==> src/hdl/pls_ram.sv <==
// generic single-port-write, single-read ram with registered read
`timescale 1ns / 1ps
module pls_ram #(
    parameter int WIDTH = 32,
    parameter int DEPTH = 32
) (
    input  logic                     i_clk,
    input  logic                     i_we,
    input  logic [$clog2(DEPTH)-1:0] i_waddr,
    input  logic [WIDTH-1:0]         i_wdata,
    input  logic [$clog2(DEPTH)-1:0] i_raddr,
    output logic [WIDTH-1:0]         o_rdata
);
    logic [WIDTH-1:0] r_mem [DEPTH];

    always_ff @(posedge i_clk) begin
        if (i_we) begin
            r_mem[i_waddr] <= i_wdata;
        end
        o_rdata <= r_mem[i_raddr];
    end
endmodule
==> config.mk <==
export PLATFORM = sky130hd
export DESIGN_NAME = pls_ram
export DESIGN_NICKNAME = d
export VERILOG_FILES = /design/src/hdl/pls_ram.sv
export SDC_FILE = /design/constraint.sdc
export NUM_CORES = 1
export LEC_CHECK = 0
export BUFFER_PORTS_ARGS = -buffer_cell sky130_fd_sc_hd__buf_2
export CORE_ASPECT_RATIO = 1.4
export CORE_MARGIN = 2
export CORE_UTILIZATION = 50
export CTS_CLUSTER_SIZE = 28
export DETAILED_ROUTE_END_ITERATION = 8
export GPL_TIMING_DRIVEN = 1
export PLACE_DENSITY_LB_ADDON = 0.08
export SLEW_MARGIN = 10
export SYNTH_ARGS = -nofsm -noshare
export SYNTH_HDL_FRONTEND = slang
export SYNTH_SLANG_ARGS = --single-unit
==> constraint.sdc <==
create_clock -name i_clk -period 2.35 [get_ports i_clk]
set_input_delay 0.1175 -clock i_clk [delete_from_list [all_inputs] [get_ports i_clk]]
set_output_delay 0.1175 -clock i_clk [all_outputs]
set_load 0.05 [all_outputs]
# Word-level counts from Yosys, hierarchy flattened
# Memory sizes are Yosys's and may differ from the RTL's. A register that Yosys moved wholly into a read port is not among the register bits.
# Cells that the tools add are included.
# word_totals
regBits,0
in_bits,44
ram_bits,1024
mem_count,1
# memory_table
name,depth,width,rd,rd_clocked_by_memory_dff,wr,line_no,text
r_mem,32,32,1,1,1,14,logic [WIDTH-1:0] r_mem [DEPTH];
# classes
mux,2
# op_table
op,n
$mux 1,2

# Logic depth before layout (Yosys ltp)
# Gate-level depths: netlist (run 1).
# depth
ltp_word,2
ltp_mapped,8
depth_no_buf,5

# Worst setup path before layout (run 1)
# OpenSTA, ideal clock, no wires.
# synth_timing
kind,input -> register
from,in i_waddr[1]
to,mem r_mem[12][0] (enable)
cell_stages,3
setup_slack_ns,-0.202
arrival_ns,2.130
setup_ns,0.421
path_buffers,1
path_cell_list,or3b_2 -> clkbuf_1 -> nor2_1
# synth_lines
element,line_no,text
start: declaration,9,"input logic [$clog2(DEPTH)-1:0] i_waddr,"
end: declaration,14,
# Straight into the memory's write port.

# Worst setup path in the final report (run 1)
# layout_timing
from,reg o_rdata[8] (read register of r_mem)
to,out o_rdata[8]
# layout_lines
element,line_no,text
start: declaration,12,output logic [WIDTH-1:0] o_rdata
# No word-level cell between the ends.

==> results of run 1 <==
-- layout make-up --
cell class              count  area (µm²)
flip-flops and latches   1056       31400
diodes                      2        5.00
clock buffers             142        2770
clock inverters            39         333
fillers                  6102       33600
well taps                1062        1330
repair buffers            223        2260
multi-input cells        1077        8610
-- worst reg2reg max path, delay by kind of cell (launching register included) --
family           cells  cell delay (ps)
multiplexers         1              140
AND/OR/NAND/NOR      2              200
AO/OA/AOI/OAI        2              640
flip-flops           1              370
-- stage by stage --
| stage | setup slack [ps] | power (µW) | hold WS (ps) | setup TNS, ps | std cells |
|---|---|---|---|---|---|
| finish | 688 | 38700 | 79.2 | 0 | 3601 |
| global placement | 207 | 23700 | 580 | 0 | 3386 |
| detailed placement | 195 | 23800 | 582 | 0 | 3386 |
| CTS | 645 | 39000 | 28.5 | 0 | 3599 |
| floorplan | -202 | 22700 | 216 | -55560 | 2260 |
| global route | 668 | 39800 | 104 | 0 | 3600 |
-- layer usage --
metal | global-route usage (%) | up-vias | wire (µm)
met5 | 0 | - | 33
met4 | 9.25 | 6 | 3310
met3 | 3.39 | 182 | 5780
met2 | 41.8 | 682 | 50700
met1 | 32.7 | 11071 | 42400
li1 | - | 9375 | -
-- cell families after synthesis --
logic type / share of synthesized area, %
buf+inv: 1.86
mux: 12.7
simple gates: 3.10
flops: 77.5
compound gates: 4.85
-- cell usage in the layout (no fill, tap or decap) --
master,Yosys,routed
sky130_fd_sc_hd__a21oi_1,96,96
sky130_fd_sc_hd__a22o_1,64,64
sky130_fd_sc_hd__a22oi_1,96,96
sky130_fd_sc_hd__a31oi_1,32,32
sky130_fd_sc_hd__and2_4,0,1
sky130_fd_sc_hd__and2b_4,0,1
sky130_fd_sc_hd__buf_12,0,55
sky130_fd_sc_hd__buf_2,26,74
sky130_fd_sc_hd__buf_4,33,61
sky130_fd_sc_hd__buf_8,0,1
sky130_fd_sc_hd__bufinv_16,0,4
sky130_fd_sc_hd__clkbuf_1,46,30
sky130_fd_sc_hd__clkbuf_16,0,99
sky130_fd_sc_hd__clkbuf_8,0,13
sky130_fd_sc_hd__clkinv_1,0,12
sky130_fd_sc_hd__clkinv_2,0,15
sky130_fd_sc_hd__clkinv_8,0,2
sky130_fd_sc_hd__clkinvlp_4,0,3
sky130_fd_sc_hd__dfxtp_1,32,32
sky130_fd_sc_hd__diode_2,0,2
sky130_fd_sc_hd__dlygate4sd3_1,0,32
sky130_fd_sc_hd__edfxtp_1,1024,1024
sky130_fd_sc_hd__inv_16,0,1
sky130_fd_sc_hd__inv_6,0,2
sky130_fd_sc_hd__mux2i_1,512,512
sky130_fd_sc_hd__nand2_1,98,97
sky130_fd_sc_hd__nand2_2,0,1
sky130_fd_sc_hd__nand2b_2,0,2
sky130_fd_sc_hd__nand3_1,98,98
sky130_fd_sc_hd__nand3b_1,5,5
sky130_fd_sc_hd__nor2_1,34,1
sky130_fd_sc_hd__nor2_4,0,33
sky130_fd_sc_hd__nor2b_4,0,1
sky130_fd_sc_hd__nor3_1,32,32
sky130_fd_sc_hd__or2_2,1,1
sky130_fd_sc_hd__or3_1,1,1
sky130_fd_sc_hd__or3b_2,3,3
-- registers in the layout, summed over array words and instances, names as in the netlist --
signal,cells
o_rdata,32
r_mem,1024
-- power breakdown --
group	leakage, µW	total [µW]	switching (µW)	internal (µW)
combinational	0.00530	2330	1580	753
sequential	0.00949	21100	118	20900
clock	0.00152	15300	6680	8630
total	0.0163	38700	8370	30300
-- how the worst min path moves through the flow --
stage | end
detailed placement | o_rdata[3]
global placement | o_rdata[3]
CTS | o_rdata[8]
finish | o_rdata[8]
floorplan | r_mem[0][0]
global route | o_rdata[8]
==> report_table.html, run 1 <==
<table>
<tr><th>Metric</th><th>Value</th></tr>
<tr><th colspan="2">Status</th></tr>
<tr><td>Outcome</td><td>complete, no violations</td></tr>
<tr><th colspan="2">Critical path</th></tr>
<tr><td>CP Data Required Time</td><td>2230 ps</td></tr>
<tr><td>List of cells traversed by the critical path</td><td>buf_2</td></tr>
<tr><td>Worst stage delay on the critical path</td><td>530 ps</td></tr>
<tr><td>R2R depth</td><td>5</td></tr>
<tr><td>Critical Path Slowest Stage Cell</td><td>sky130_fd_sc_hd__dfxtp_1</td></tr>
<tr><td>Worst reg2reg endpoint</td><td>o_rdata[2]</td></tr>
<tr><td>Critical Path Sink Type</td><td>output port</td></tr>
<tr><td>Combined buffer and inverter count along the critical path</td><td>1</td></tr>
<tr><td>Top cell family by delay on the critical path</td><td>flip-flops</td></tr>
<tr><td>Element type at the critical path start</td><td>register</td></tr>
<tr><td>Number of logic stages on the critical path including buffering</td><td>1</td></tr>
<tr><td>Setup slack on the worst flop-to-flop path</td><td>850 ps</td></tr>
<tr><td>Launch point of the worst reg-to-reg path</td><td>r_mem[6][2]</td></tr>
<tr><td>Critical Path Sink</td><td>o_rdata[8]</td></tr>
<tr><td>Data arrival time of the critical path</td><td>1540 ps</td></tr>
<tr><td>Highest fanout seen on the critical path</td><td>1</td></tr>
<tr><td>Crit. Startpoint</td><td>o_rdata[8]</td></tr>
<tr><td>Startpoint-to-endpoint class of the critical path</td><td>reg -&gt; out</td></tr>
<tr><th colspan="2">Yosys</th></tr>
<tr><td>Async SR Flop Fraction</td><td>0%</td></tr>
<tr><td>Total of flip-flops plus latches after synthesis</td><td>1,056</td></tr>
<tr><td>Post-synth top area cell</td><td>sky130_fd_sc_hd__edfxtp_1</td></tr>
<tr><td>Commonest cells in the synthesized netlist</td><td>sky130_fd_sc_hd__edfxtp_1, sky130_fd_sc_hd__mux2i_1, sky130_fd_sc_hd__nand2_1, sky130_fd_sc_hd__nand3_1</td></tr>
<tr><td>Fraction of synthesized cell area taken by the top area cell type</td><td>76.0%</td></tr>
<tr><td>Number of warnings printed during yosys synthesis</td><td>0</td></tr>
<tr><td>Sequential share of the synthesized area</td><td>77.5%</td></tr>
<tr><td>Synthesized Nets</td><td>2,304</td></tr>
<tr><td>Most numerous cell in the Yosys netlist</td><td>sky130_fd_sc_hd__edfxtp_1</td></tr>
<tr><td>Synthesized area</td><td>40,500 µm²</td></tr>
<tr><td>Post-Syn Area per Cell</td><td>17.9 µm²</td></tr>
<tr><td>Predominant post-synthesis flop cell</td><td>sky130_fd_sc_hd__edfxtp_1</td></tr>
<tr><td>Post-synthesis cell type count</td><td>25</td></tr>
<tr><td>Cells after synthesis</td><td>2,260</td></tr>
<tr><td>Top cells by area, synth</td><td>sky130_fd_sc_hd__edfxtp_1, sky130_fd_sc_hd__mux2i_1, sky130_fd_sc_hd__a22oi_1</td></tr>
<tr><td>Number of flops mapped to enable cells by yosys</td><td>1,024</td></tr>
<tr><th colspan="2">Timing</th></tr>
<tr><td>Pins over their slew limit</td><td>0</td></tr>
<tr><td>RSZ-0062 raised after global routing</td><td>no</td></tr>
<tr><td>Timing-limited maximum frequency</td><td>602 MHz</td></tr>
<tr><td>Post-route minimum period</td><td>1660 ps</td></tr>
<tr><td>Tcrit/Tclk final</td><td>70.7%</td></tr>
<tr><td>Layout Skew</td><td>18.9 ps</td></tr>
<tr><td>Hold violation total from the final report</td><td>0</td></tr>
<tr><td>Max_slew headroom</td><td>58.6%</td></tr>
<tr><td>Final setup viols</td><td>0</td></tr>
<tr><td>Worst Max-Slew Pin Slew</td><td>620 ps</td></tr>
<tr><th colspan="2">Clock tree</th></tr>
<tr><td>Number of H-tree levels</td><td>3</td></tr>
<tr><td>Number of cells upsized or downsized after cts</td><td>0</td></tr>
<tr><td>Clock transition time at the flip-flop clock pins of the worst setup and hold paths</td><td>60 ps</td></tr>
<tr><td>Clock buffer count from CTS</td><td>97</td></tr>
<tr><td>Root Driver</td><td>sky130_fd_sc_hd__clkbuf_16</td></tr>
<tr><td>Cts-stage hold buffer count</td><td>32</td></tr>
<tr><td>Clock tree from TritonCTS</td><td>built</td></tr>
<tr><td>Maximum clock path buffer count</td><td>3</td></tr>
<tr><td>Clock insertion delay at the later pin of the skew report</td><td>670 ps</td></tr>
<tr><td>Postcts setup bufs</td><td>0</td></tr>
<tr><td>Clk sinks</td><td>1,056</td></tr>
<tr><th colspan="2">Placement</th></tr>
<tr><td>HPWL reported at the end of detailed placement</td><td>56,700 µm</td></tr>
<tr><td>Placed cell areas</td><td>43,300 µm²</td></tr>
<tr><td>Port Buffer Count</td><td>75</td></tr>
<tr><td>Gpl congestion</td><td>0.768</td></tr>
<tr><th colspan="2">Min path</th></tr>
<tr><td>Startpoint of the most critical hold path</td><td>i_raddr[0]</td></tr>
<tr><td>Min-Delay Path Class</td><td>in -&gt; reg</td></tr>
<tr><td>Number of instances on the worst hold path</td><td>5</td></tr>
<tr><th colspan="2">Floorplan</th></tr>
<tr><td>Core area</td><td>80,300 µm²</td></tr>
<tr><td>Row count</td><td>123</td></tr>
<tr><td>Area of the die</td><td>83,300 µm²</td></tr>
<tr><td>Die height</td><td>341 µm</td></tr>
<tr><td>I/O pins</td><td>76</td></tr>
<tr><td>Chip Width</td><td>244 µm</td></tr>
<tr><td>Initial core utilization</td><td>50.4%</td></tr>
<tr><th colspan="2">Global route</th></tr>
<tr><td>Number of antenna violations at the first check in global routing</td><td>5</td></tr>
<tr><td>Maximum number of pins on one net before global-route repair</td><td>54</td></tr>
<tr><td>Number of global-route vias before repair</td><td>21,643</td></tr>
<tr><td>First-pass GRT wire length</td><td>147,000 µm</td></tr>
<tr><td>GRT Residual Overflow</td><td>0</td></tr>
<tr><td>Global Route Usage Sum</td><td>24.7%</td></tr>
<tr><th colspan="2">Routing</th></tr>
<tr><td>Number of iterations in the first detailed-routing pass</td><td>5</td></tr>
<tr><td>Average vias per placed instance</td><td>5.92</td></tr>
<tr><td>Post-detailed-route DRC marker count</td><td>0</td></tr>
<tr><td>1st-iter DRT viols</td><td>1,780</td></tr>
<tr><td>DR vias</td><td>21,316</td></tr>
<tr><td>Residual antenna-violating net count after detailed routing</td><td>0</td></tr>
<tr><td>Post-detailed-route wirelength per cell</td><td>28.4 µm</td></tr>
<tr><td>Final wirelength</td><td>102,000 µm</td></tr>
<tr><th colspan="2">Layout</th></tr>
<tr><td>Utilization after layout</td><td>58.1%</td></tr>
<tr><td>Ratio of cells with drive above 1 in the final layout</td><td>14.7%</td></tr>
<tr><td>Area growth, synth to finish</td><td>15.4%</td></tr>
<tr><td>Total Nets Final</td><td>2,499</td></tr>
<tr><td>Post-route design area</td><td>46,700 µm²</td></tr>
<tr><th colspan="2">Job</th></tr>
<tr><td>Count of max-cap constraint violations</td><td>0</td></tr>
<tr><th colspan="2">Pwr</th></tr>
<tr><td>Leakage power</td><td>0.0163 µW</td></tr>
<tr><td>Power Dens Cells</td><td>828 nW/µm²</td></tr>
<tr><td>Worst supply voltage drop on vdd</td><td>0.593 mV</td></tr>
</table>
No activity file was read; power rests on OpenSTA's default activity.
==> run 2, diff against run 1 <==
==> constraint.sdc (replaced) <==
create_clock -name i_clk -period 1.5 [get_ports i_clk]
set_input_delay 0.075 -clock i_clk [delete_from_list [all_inputs] [get_ports i_clk]]
set_output_delay 0.075 -clock i_clk [all_outputs]
set_load 0.05 [all_outputs]
==> run 2 against run 1 <==
First-iteration DRC count decreased by 4.2%. Final cell count increased by 3.3%. Utilization increased by 2.2 points. Hold slack got worse by 31 ps. Largest power group unchanged.
==> report_table.html, run 2 (same netlist as run 1, synthesis figures left out) <==
<table>
<tr><th>Metric</th><th>Value</th></tr>
<tr><th colspan="2">Status</th></tr>
<tr><td>Outcome</td><td>complete, no violations (unchanged)</td></tr>
<tr><th colspan="2">Timing</th></tr>
<tr><td>RSZ-0062 raised after global routing</td><td>no (unchanged)</td></tr>
<tr><td>Max_slew headroom</td><td>60.0% (was 58.6%)</td></tr>
<tr><td>Crit path setup slack, layout</td><td>12.4 ps (was 688 ps)</td></tr>
<tr><td>Worst hold margin</td><td>48.2 ps (was 79.2 ps)</td></tr>
<tr><td>Layout Skew</td><td>15.0 ps (was 18.9 ps)</td></tr>
<tr><td>Worst Max-Slew Pin Slew</td><td>601 ps (was 620 ps)</td></tr>
<tr><td>Tcrit/Tclk final</td><td>99.2%</td></tr>
<tr><td>Timing-limited maximum frequency</td><td>672 MHz</td></tr>
<tr><td>Pins over their slew limit</td><td>0 (unchanged)</td></tr>
<tr><td>Hold violation total from the final report</td><td>0 (unchanged)</td></tr>
<tr><td>Post-route minimum period</td><td>1490 ps</td></tr>
<tr><td>Setup TNS</td><td>0 ps (unchanged)</td></tr>
<tr><td>Final setup viols</td><td>0 (unchanged)</td></tr>
<tr><th colspan="2">Global route</th></tr>
<tr><td>Maximum number of pins on one net before global-route repair</td><td>34 (was 54)</td></tr>
<tr><td>Number of global-route vias before repair</td><td>21,951 (was 21,643)</td></tr>
<tr><td>Number of antenna violations at the first check in global routing</td><td>2 (was 5)</td></tr>
<tr><td>Global Route Usage Sum</td><td>25.0% (was 24.7%)</td></tr>
<tr><td>First-pass GRT wire length</td><td>150,000 µm (was 147,000 µm)</td></tr>
<tr><td>GRT Residual Overflow</td><td>0 (unchanged)</td></tr>
<tr><th colspan="2">Min path</th></tr>
<tr><td>Min-Delay Path Class</td><td>in -&gt; reg (unchanged)</td></tr>
<tr><td>Startpoint of the most critical hold path</td><td>i_raddr[4] (was i_raddr[0])</td></tr>
<tr><td>Number of instances on the worst hold path</td><td>5 (unchanged)</td></tr>
<tr><td>End point of the most critical hold path</td><td>o_rdata[3] (was o_rdata[8])</td></tr>
<tr><th colspan="2">Routing</th></tr>
<tr><td>1st-iter DRT viols</td><td>1,706 (was 1,780)</td></tr>
<tr><td>Number of iterations in the first detailed-routing pass</td><td>6 (was 5)</td></tr>
<tr><td>Post-detailed-route DRC marker count</td><td>0 (unchanged)</td></tr>
<tr><td>Residual antenna-violating net count after detailed routing</td><td>0 (unchanged)</td></tr>
<tr><td>Average vias per placed instance</td><td>5.83 (was 5.92)</td></tr>
<tr><td>Post-detailed-route wirelength per cell</td><td>27.9 µm (was 28.4 µm)</td></tr>
<tr><td>DR vias</td><td>21,686 (was 21,316)</td></tr>
<tr><td>Final wirelength</td><td>104,000 µm (was 102,000 µm)</td></tr>
<tr><th colspan="2">Floorplan</th></tr>
<tr><td>Initial core utilization</td><td>50.4% (unchanged)</td></tr>
<tr><td>Area of the die</td><td>83,300 µm² (unchanged)</td></tr>
<tr><td>I/O pins</td><td>76 (unchanged)</td></tr>
<tr><td>Core area</td><td>80,300 µm² (unchanged)</td></tr>
<tr><td>Die height</td><td>341 µm (unchanged)</td></tr>
<tr><td>Chip Width</td><td>244 µm (unchanged)</td></tr>
<tr><td>Row count</td><td>123 (unchanged)</td></tr>
<tr><th colspan="2">Layout</th></tr>
<tr><td>Filler Cells Inserted</td><td>6,019 (was 6,102)</td></tr>
<tr><td>Leading cell types in the layout, fill and taps excluded</td><td>sky130_fd_sc_hd__edfxtp_1, sky130_fd_sc_hd__mux2i_1, sky130_fd_sc_hd__buf_4 (was sky130_fd_sc_hd__edfxtp_1, sky130_fd_sc_hd__mux2i_1, sky130_fd_sc_hd__clkbuf_16)</td></tr>
<tr><td>Ratio of cells with drive above 1 in the final layout</td><td>18.8% (was 14.7%)</td></tr>
<tr><td>Register containing the most flip-flops in the final layout</td><td>r_mem (unchanged)</td></tr>
<tr><td>Diodes inserted</td><td>0 (was 2)</td></tr>
<tr><td>Utilization after layout</td><td>60.3% (was 58.1%)</td></tr>
<tr><td>Total Nets Final</td><td>2,622 (was 2,499)</td></tr>
<tr><td>Area growth, synth to finish</td><td>19.7% (was 15.4%)</td></tr>
<tr><td>Post-route design area</td><td>48,400 µm² (was 46,700 µm²)</td></tr>
<tr><td>Most common cell after layout, fill and taps aside</td><td>sky130_fd_sc_hd__edfxtp_1 (unchanged)</td></tr>
<tr><td>Largest registers</td><td>r_mem x1024, o_rdata x32 (unchanged)</td></tr>
<tr><td>Largest register FFs</td><td>1,024 (unchanged)</td></tr>
<tr><th colspan="2">Critical path</th></tr>
<tr><td>Element type at the critical path start</td><td>input port (was register)</td></tr>
<tr><td>Data arrival time of the critical path</td><td>2050 ps (was 1540 ps)</td></tr>
<tr><td>Worst reg2reg endpoint</td><td>o_rdata[28] (was o_rdata[2])</td></tr>
<tr><td>Highest fanout seen on the critical path</td><td>9 (was 1)</td></tr>
<tr><td>Startpoint-to-endpoint class of the critical path</td><td>in -&gt; reg (was reg -&gt; out)</td></tr>
<tr><td>R2R depth</td><td>6 (was 5)</td></tr>
<tr><td>List of cells traversed by the critical path</td><td>dlygate4sd3_1 -&gt; buf_2 -&gt; or2_2 -&gt; buf_4 -&gt; nor3_1 -&gt; a31oi_1 -&gt; nand3_1 (was buf_2)</td></tr>
<tr><td>CP Data Required Time</td><td>2060 ps (was 2230 ps)</td></tr>
<tr><td>Launch point of the worst reg-to-reg path</td><td>r_mem[0][28] (was r_mem[6][2])</td></tr>
<tr><td>Critical Path Slowest Stage Cell</td><td>sky130_fd_sc_hd__dlygate4sd3_1 (was sky130_fd_sc_hd__dfxtp_1)</td></tr>
<tr><td>Setup slack on the worst flop-to-flop path</td><td>140 ps (was 850 ps)</td></tr>
<tr><td>Critical Path Sink Type</td><td>register (was output port)</td></tr>
<tr><td>Worst stage delay on the critical path</td><td>540 ps (was 530 ps)</td></tr>
<tr><th colspan="2">Clock tree</th></tr>
<tr><td>Clk sinks</td><td>1,056 (unchanged)</td></tr>
<tr><td>Clock tree from TritonCTS</td><td>built (unchanged)</td></tr>
<tr><td>Number of H-tree levels</td><td>3 (unchanged)</td></tr>
<tr><td>Clock transition time at the flip-flop clock pins of the worst setup and hold paths</td><td>60 ps (about the same)</td></tr>
<tr><td>Root Driver</td><td>sky130_fd_sc_hd__clkbuf_16 (unchanged)</td></tr>
<tr><td>Clock insertion delay at the later pin of the skew report</td><td>660 ps (was 670 ps)</td></tr>
<tr><td>Clock buffer count from CTS</td><td>97 (unchanged)</td></tr>
<tr><td>Postcts setup bufs</td><td>0 (unchanged)</td></tr>
<tr><td>Maximum clock path buffer count</td><td>3 (unchanged)</td></tr>
<tr><th colspan="2">Pwr</th></tr>
<tr><td>Worst supply voltage drop on vdd</td><td>0.994 mV (was 0.593 mV)</td></tr>
<tr><td>Power Dens Cells</td><td>1280 nW/µm² (was 828 nW/µm²)</td></tr>
<tr><td>Leakage power</td><td>0.0172 µW (was 0.0163 µW)</td></tr>
<tr><th colspan="2">Placement</th></tr>
<tr><td>Worst setup timing slack at the placement stage</td><td>-279 ps (was 195 ps)</td></tr>
<tr><td>Gpl congestion</td><td>0.797 (was 0.768)</td></tr>
<tr><td>HPWL reported at the end of detailed placement</td><td>64,700 µm (was 56,700 µm)</td></tr>
<tr><td>Placed cell areas</td><td>44,800 µm² (was 43,300 µm²)</td></tr>
<tr><td>Port Buffer Count</td><td>75 (unchanged)</td></tr>
<tr><th colspan="2">Job</th></tr>
<tr><td>Count of max-cap constraint violations</td><td>0 (unchanged)</td></tr>
</table>
==> run 2: through the flow <==
stage	std cells	power [µW]
after floorplan	2260	35700
after global placement	3508	37400
after detailed placement	3508	37500
after CTS	3722	62400
after global routing	3721	63600
final	3721	61900
==> run 2: cell type report <==
type / instances / area (µm²) / area share [%]
timing repair buffer: 346 / 3840 / 7.92
clock buffer: 143 / 2830 / 5.83
clock inverter: 37 / 425 / 0.878
tap: 1062 / 1330 / 2.74
sequential: 1056 / 31400 / 64.8
multi-input combinational: 1077 / 8640 / 17.8
==> run 2: worst max path at each step <==
stage	from	endpoint	slack (ps)	depth (start not counted)
2_1_floorplan	i_waddr[0]	r_mem[10][0]	-260	2
3_3_place_gp	i_raddr[0]	o_rdata[14]	-250	7
3_5_place_dp	i_raddr[0]	o_rdata[14]	-280	7
4_1_cts	o_rdata[22]	o_rdata[22]	10	1
5_1_grt	r_mem[0][28]	o_rdata[28]	20	6
6_report	i_raddr[3]	o_rdata[14]	10	7
==> run 2: where the power goes <==
part | total, µW | internal (µW) | switching, µW
Clock | 25000 | 14600 | 10400
Combinational | 3950 | 1440 | 2520
Sequential | 33000 | 32800 | 179
Total | 61900 | 48800 | 13100
==> run 2: repair_timing <==
item                                   4_1_cts  5_1_grt
setup endpoints to repair                    8        3
gates cloned                                 0        0
hold buffers                                34        0
resized for setup                            8        2
endpoints found under the hold margin     1027        0
==> run 2: critical path, delay by kind of cell <==
family	cells	cell delay, ps
buffers and inverters	3	970
AND/OR/NAND/NOR	3	900
AO/OA/AOI/OAI	1	90
==> run 2: per-layer routing <==
layer | GRT usage, % | up-vias | routed length, µm | share of wire (%)
li1 | - | 9619 | - | -
met1 | 32.2 | 11372 | 42200 | 41
met2 | 44.9 | 546 | 55000 | 53
met3 | 2.65 | 145 | 4220 | 4.1
met4 | 7.13 | 4 | 2350 | 2.3
met5 | 0 | - | 21 | 0.020
==> run 3, diff against run 2 <==
--- a/config.mk
+++ b/config.mk
@@ -13,6 +13,7 @@
 export DETAILED_ROUTE_END_ITERATION = 8
 export GPL_TIMING_DRIVEN = 1
 export PLACE_DENSITY_LB_ADDON = 0.08
+export SETUP_SLACK_MARGIN = 0.3
 export SLEW_MARGIN = 10
 export SYNTH_ARGS = -nofsm -noshare
 export SYNTH_HDL_FRONTEND = slang
==> run 3 against run 2 <==
Non-clock buffer count shrank 6. Die area unchanged. Critical path depth shrank 1. Largest power group unchanged. Highest routed layer unchanged.
==> report_table.html, run 3 (same netlist as run 1, synthesis figures left out) <==
<table>
<tr><th>Metric</th><th>Value</th></tr>
<tr><th colspan="2">Floorplan</th></tr>
<tr><td>I/O pins</td><td>76 (unchanged)</td></tr>
<tr><td>Core area</td><td>80,300 µm² (unchanged)</td></tr>
<tr><td>Initial core utilization</td><td>50.4% (unchanged)</td></tr>
<tr><td>Area of the die</td><td>83,300 µm² (unchanged)</td></tr>
<tr><td>Die height</td><td>341 µm (unchanged)</td></tr>
<tr><td>Chip Width</td><td>244 µm (unchanged)</td></tr>
<tr><td>Row count</td><td>123 (unchanged)</td></tr>
<tr><th colspan="2">Clock tree</th></tr>
<tr><td>Clock buffer count from CTS</td><td>96 (was 97)</td></tr>
<tr><td>Clock tree from TritonCTS</td><td>built (unchanged)</td></tr>
<tr><td>Clock transition time at the flip-flop clock pins of the worst setup and hold paths</td><td>60 ps (about the same)</td></tr>
<tr><td>Root Driver</td><td>sky130_fd_sc_hd__clkbuf_16 (unchanged)</td></tr>
<tr><td>Maximum clock path buffer count</td><td>3 (unchanged)</td></tr>
<tr><td>Clock insertion delay at the later pin of the skew report</td><td>660 ps (about the same)</td></tr>
<tr><td>Number of H-tree levels</td><td>3 (unchanged)</td></tr>
<tr><td>Clk sinks</td><td>1,056 (unchanged)</td></tr>
<tr><th colspan="2">Critical path</th></tr>
<tr><td>Highest fanout seen on the critical path</td><td>1 (was 9)</td></tr>
<tr><td>Top cell family by delay on the critical path</td><td>compound AO/OA/AOI/OAI gates (was buffers and inverters)</td></tr>
<tr><td>Startpoint-to-endpoint class of the critical path</td><td>reg -&gt; reg (was in -&gt; reg)</td></tr>
<tr><td>Critical Path Slowest Stage Cell</td><td>sky130_fd_sc_hd__edfxtp_1 (was sky130_fd_sc_hd__dlygate4sd3_1)</td></tr>
<tr><td>List of cells traversed by the critical path</td><td>mux2i_1 -&gt; a22o_1 -&gt; nor3_2 -&gt; a31oi_2 -&gt; buf_4 -&gt; nand3_2 (was dlygate4sd3_1 -&gt; buf_2 -&gt; or2_2 -&gt; buf_4 -&gt; nor3_1 -&gt; a31oi_1 -&gt; nand3_1)</td></tr>
<tr><td>CP Data Required Time</td><td>2040 ps (was 2060 ps)</td></tr>
<tr><td>Combined buffer and inverter count along the critical path</td><td>1 (was 3)</td></tr>
<tr><td>Critical Path Sink Type</td><td>register (unchanged)</td></tr>
<tr><td>Element type at the critical path start</td><td>register (was input port)</td></tr>
<tr><td>Data arrival time of the critical path</td><td>1880 ps (was 2050 ps)</td></tr>
<tr><td>Worst stage delay on the critical path</td><td>360 ps (was 540 ps)</td></tr>
<tr><th colspan="2">Min path</th></tr>
<tr><td>Min-Delay Path Class</td><td>in -&gt; reg (unchanged)</td></tr>
<tr><th colspan="2">Routing</th></tr>
<tr><td>Post-detailed-route DRC marker count</td><td>0 (unchanged)</td></tr>
<tr><td>1st-iter DRT viols</td><td>1,796 (was 1,706)</td></tr>
<tr><td>Number of iterations in the first detailed-routing pass</td><td>5 (was 6)</td></tr>
<tr><td>Average vias per placed instance</td><td>5.85 (was 5.83)</td></tr>
<tr><td>DR vias</td><td>21,714 (was 21,686)</td></tr>
<tr><td>Post-detailed-route wirelength per cell</td><td>28.2 µm (was 27.9 µm)</td></tr>
<tr><td>Final wirelength</td><td>105,000 µm (was 104,000 µm)</td></tr>
<tr><td>Residual antenna-violating net count after detailed routing</td><td>0 (unchanged)</td></tr>
<tr><th colspan="2">Layout</th></tr>
<tr><td>Register containing the most flip-flops in the final layout</td><td>r_mem (unchanged)</td></tr>
<tr><td>Largest registers</td><td>r_mem x1024, o_rdata x32 (unchanged)</td></tr>
<tr><td>Ratio of cells with drive above 1 in the final layout</td><td>20.4% (was 18.8%)</td></tr>
<tr><td>Diodes inserted</td><td>0 (unchanged)</td></tr>
<tr><td>Most common cell after layout, fill and taps aside</td><td>sky130_fd_sc_hd__edfxtp_1 (unchanged)</td></tr>
<tr><td>Largest register FFs</td><td>1,024 (unchanged)</td></tr>
<tr><td>Leading cell types in the layout, fill and taps excluded</td><td>sky130_fd_sc_hd__edfxtp_1, sky130_fd_sc_hd__mux2i_1, sky130_fd_sc_hd__buf_4 (unchanged)</td></tr>
<tr><td>Area growth, synth to finish</td><td>21.0% (was 19.7%)</td></tr>
<tr><td>Total Nets Final</td><td>2,615 (was 2,622)</td></tr>
<tr><th colspan="2">Placement</th></tr>
<tr><td>HPWL reported at the end of detailed placement</td><td>63,100 µm (was 64,700 µm)</td></tr>
<tr><td>Port Buffer Count</td><td>75 (unchanged)</td></tr>
<tr><td>Worst setup timing slack at the placement stage</td><td>-363 ps (was -279 ps)</td></tr>
<tr><td>Gpl congestion</td><td>0.764 (was 0.797)</td></tr>
<tr><th colspan="2">Timing</th></tr>
<tr><td>Timing-limited maximum frequency</td><td>743 MHz (was 672 MHz)</td></tr>
<tr><td>Crit path setup slack, layout</td><td>153 ps (was 12.4 ps)</td></tr>
<tr><td>Worst Max-Slew Pin Slew</td><td>588 ps (was 601 ps)</td></tr>
<tr><td>Tcrit/Tclk final</td><td>89.8% (was 99.2%)</td></tr>
<tr><td>Layout Skew</td><td>26.7 ps (was 15.0 ps)</td></tr>
<tr><td>Post-route minimum period</td><td>1350 ps (was 1490 ps)</td></tr>
<tr><td>Max_slew headroom</td><td>60.8% (was 60.0%)</td></tr>
<tr><td>Final setup viols</td><td>0 (unchanged)</td></tr>
<tr><td>Worst hold margin</td><td>50.1 ps (was 48.2 ps)</td></tr>
<tr><td>Hold violation total from the final report</td><td>0 (unchanged)</td></tr>
<tr><td>RSZ-0062 raised after global routing</td><td>yes (was no)</td></tr>
<tr><td>Pins over their slew limit</td><td>0 (unchanged)</td></tr>
<tr><th colspan="2">Job</th></tr>
<tr><td>Count of max-cap constraint violations</td><td>0 (unchanged)</td></tr>
<tr><th colspan="2">Pwr</th></tr>
<tr><td>Worst supply voltage drop on vdd</td><td>1.04 mV (was 0.994 mV)</td></tr>
<tr><td>Power Dens Cells</td><td>1260 nW/µm² (was 1280 nW/µm²)</td></tr>
<tr><td>Leakage power</td><td>0.0173 µW (was 0.0172 µW)</td></tr>
<tr><th colspan="2">Global route</th></tr>
<tr><td>Number of antenna violations at the first check in global routing</td><td>5 (was 2)</td></tr>
<tr><td>Number of global-route vias before repair</td><td>21,725 (was 21,951)</td></tr>
<tr><td>Maximum number of pins on one net before global-route repair</td><td>33 (was 34)</td></tr>
<tr><td>GRT Residual Overflow</td><td>0 (unchanged)</td></tr>
<tr><td>Global Route Usage Sum</td><td>25.2% (was 25.0%)</td></tr>
<tr><td>First-pass GRT wire length</td><td>150,000 µm (about the same)</td></tr>
<tr><th colspan="2">Status</th></tr>
<tr><td>Outcome</td><td>complete, no violations (unchanged)</td></tr>
</table>
run 3: what timing repair did:
action	CTS	global route
pin swaps	11	16
gates resized for setup	158	11
endpoints found under the hold margin	1025	0
hold buffers	33	0
setup endpoints to repair	46	56
buffers inserted	0	0
run 3: area by class of cell:
cell class / instances / area (µm²)
Clock inverter: 33 / 378
Tap cell: 1062 / 1330
Fill cell: 5914 / 31300
Multi-Input combinational cell: 1077 / 8800
Timing Repair Buffer: 340 / 4210
Clock buffer: 144 / 2810
Sequential cell: 1056 / 31500
run 3: power breakdown:
group | leakage (µW) | switching, µW | internal (µW) | total [µW]
Sequential | 0.00950 | 246 | 32800 | 33100
Combinational | 0.00628 | 2540 | 1730 | 4280
Clock | 0.00155 | 10300 | 14300 | 24600
run 3: path summary, 6_finish.rpt:
| kind | startpoint | end | slack (ps) | cells past startpoint |
|---|---|---|---|---|
| min | i_raddr[4] | o_rdata[6] | 50 | 5 |
| max | r_mem[6][0] | o_rdata[0] | 150 | 6 |
| min reg2reg | r_mem[10][22] | o_rdata[22] | 600 | 4 |
| max reg2reg | r_mem[6][0] | o_rdata[0] | 150 | 6 |
run 3: tightest hold or removal path: cells and delay by family:
kind | cells | cell delay (ps)
buffers and inverters | 1 | 130
and+or+nand+nor | 3 | 400
AOI/OAI and AO/OA | 1 | 50
run 3: per-stage QoR:
stage	TNS [ps]	instances	utilization (%)	total power, µW	instance area [µm²]
after floorplan	-142500	2260	-	35700	40800
after global placement	-2830	3502	55.9	37500	44900
after detailed placement	-5100	3502	55.9	37600	44900
after CTS	0	3712	60.9	62400	49000
after global routing	0	3712	61.0	63700	49000
final	0	3712	61.0	62000	49000
run 3: metal layers:
metal | share of wire, % | track usage [%] | wire length (µm)
met1 | 41 | 32.7 | 42600
met2 | 50 | 42.6 | 52600
met3 | 5.3 | 4.25 | 5500
met4 | 3.6 | 9.55 | 3810
met5 | 0.059 | 0 | 62
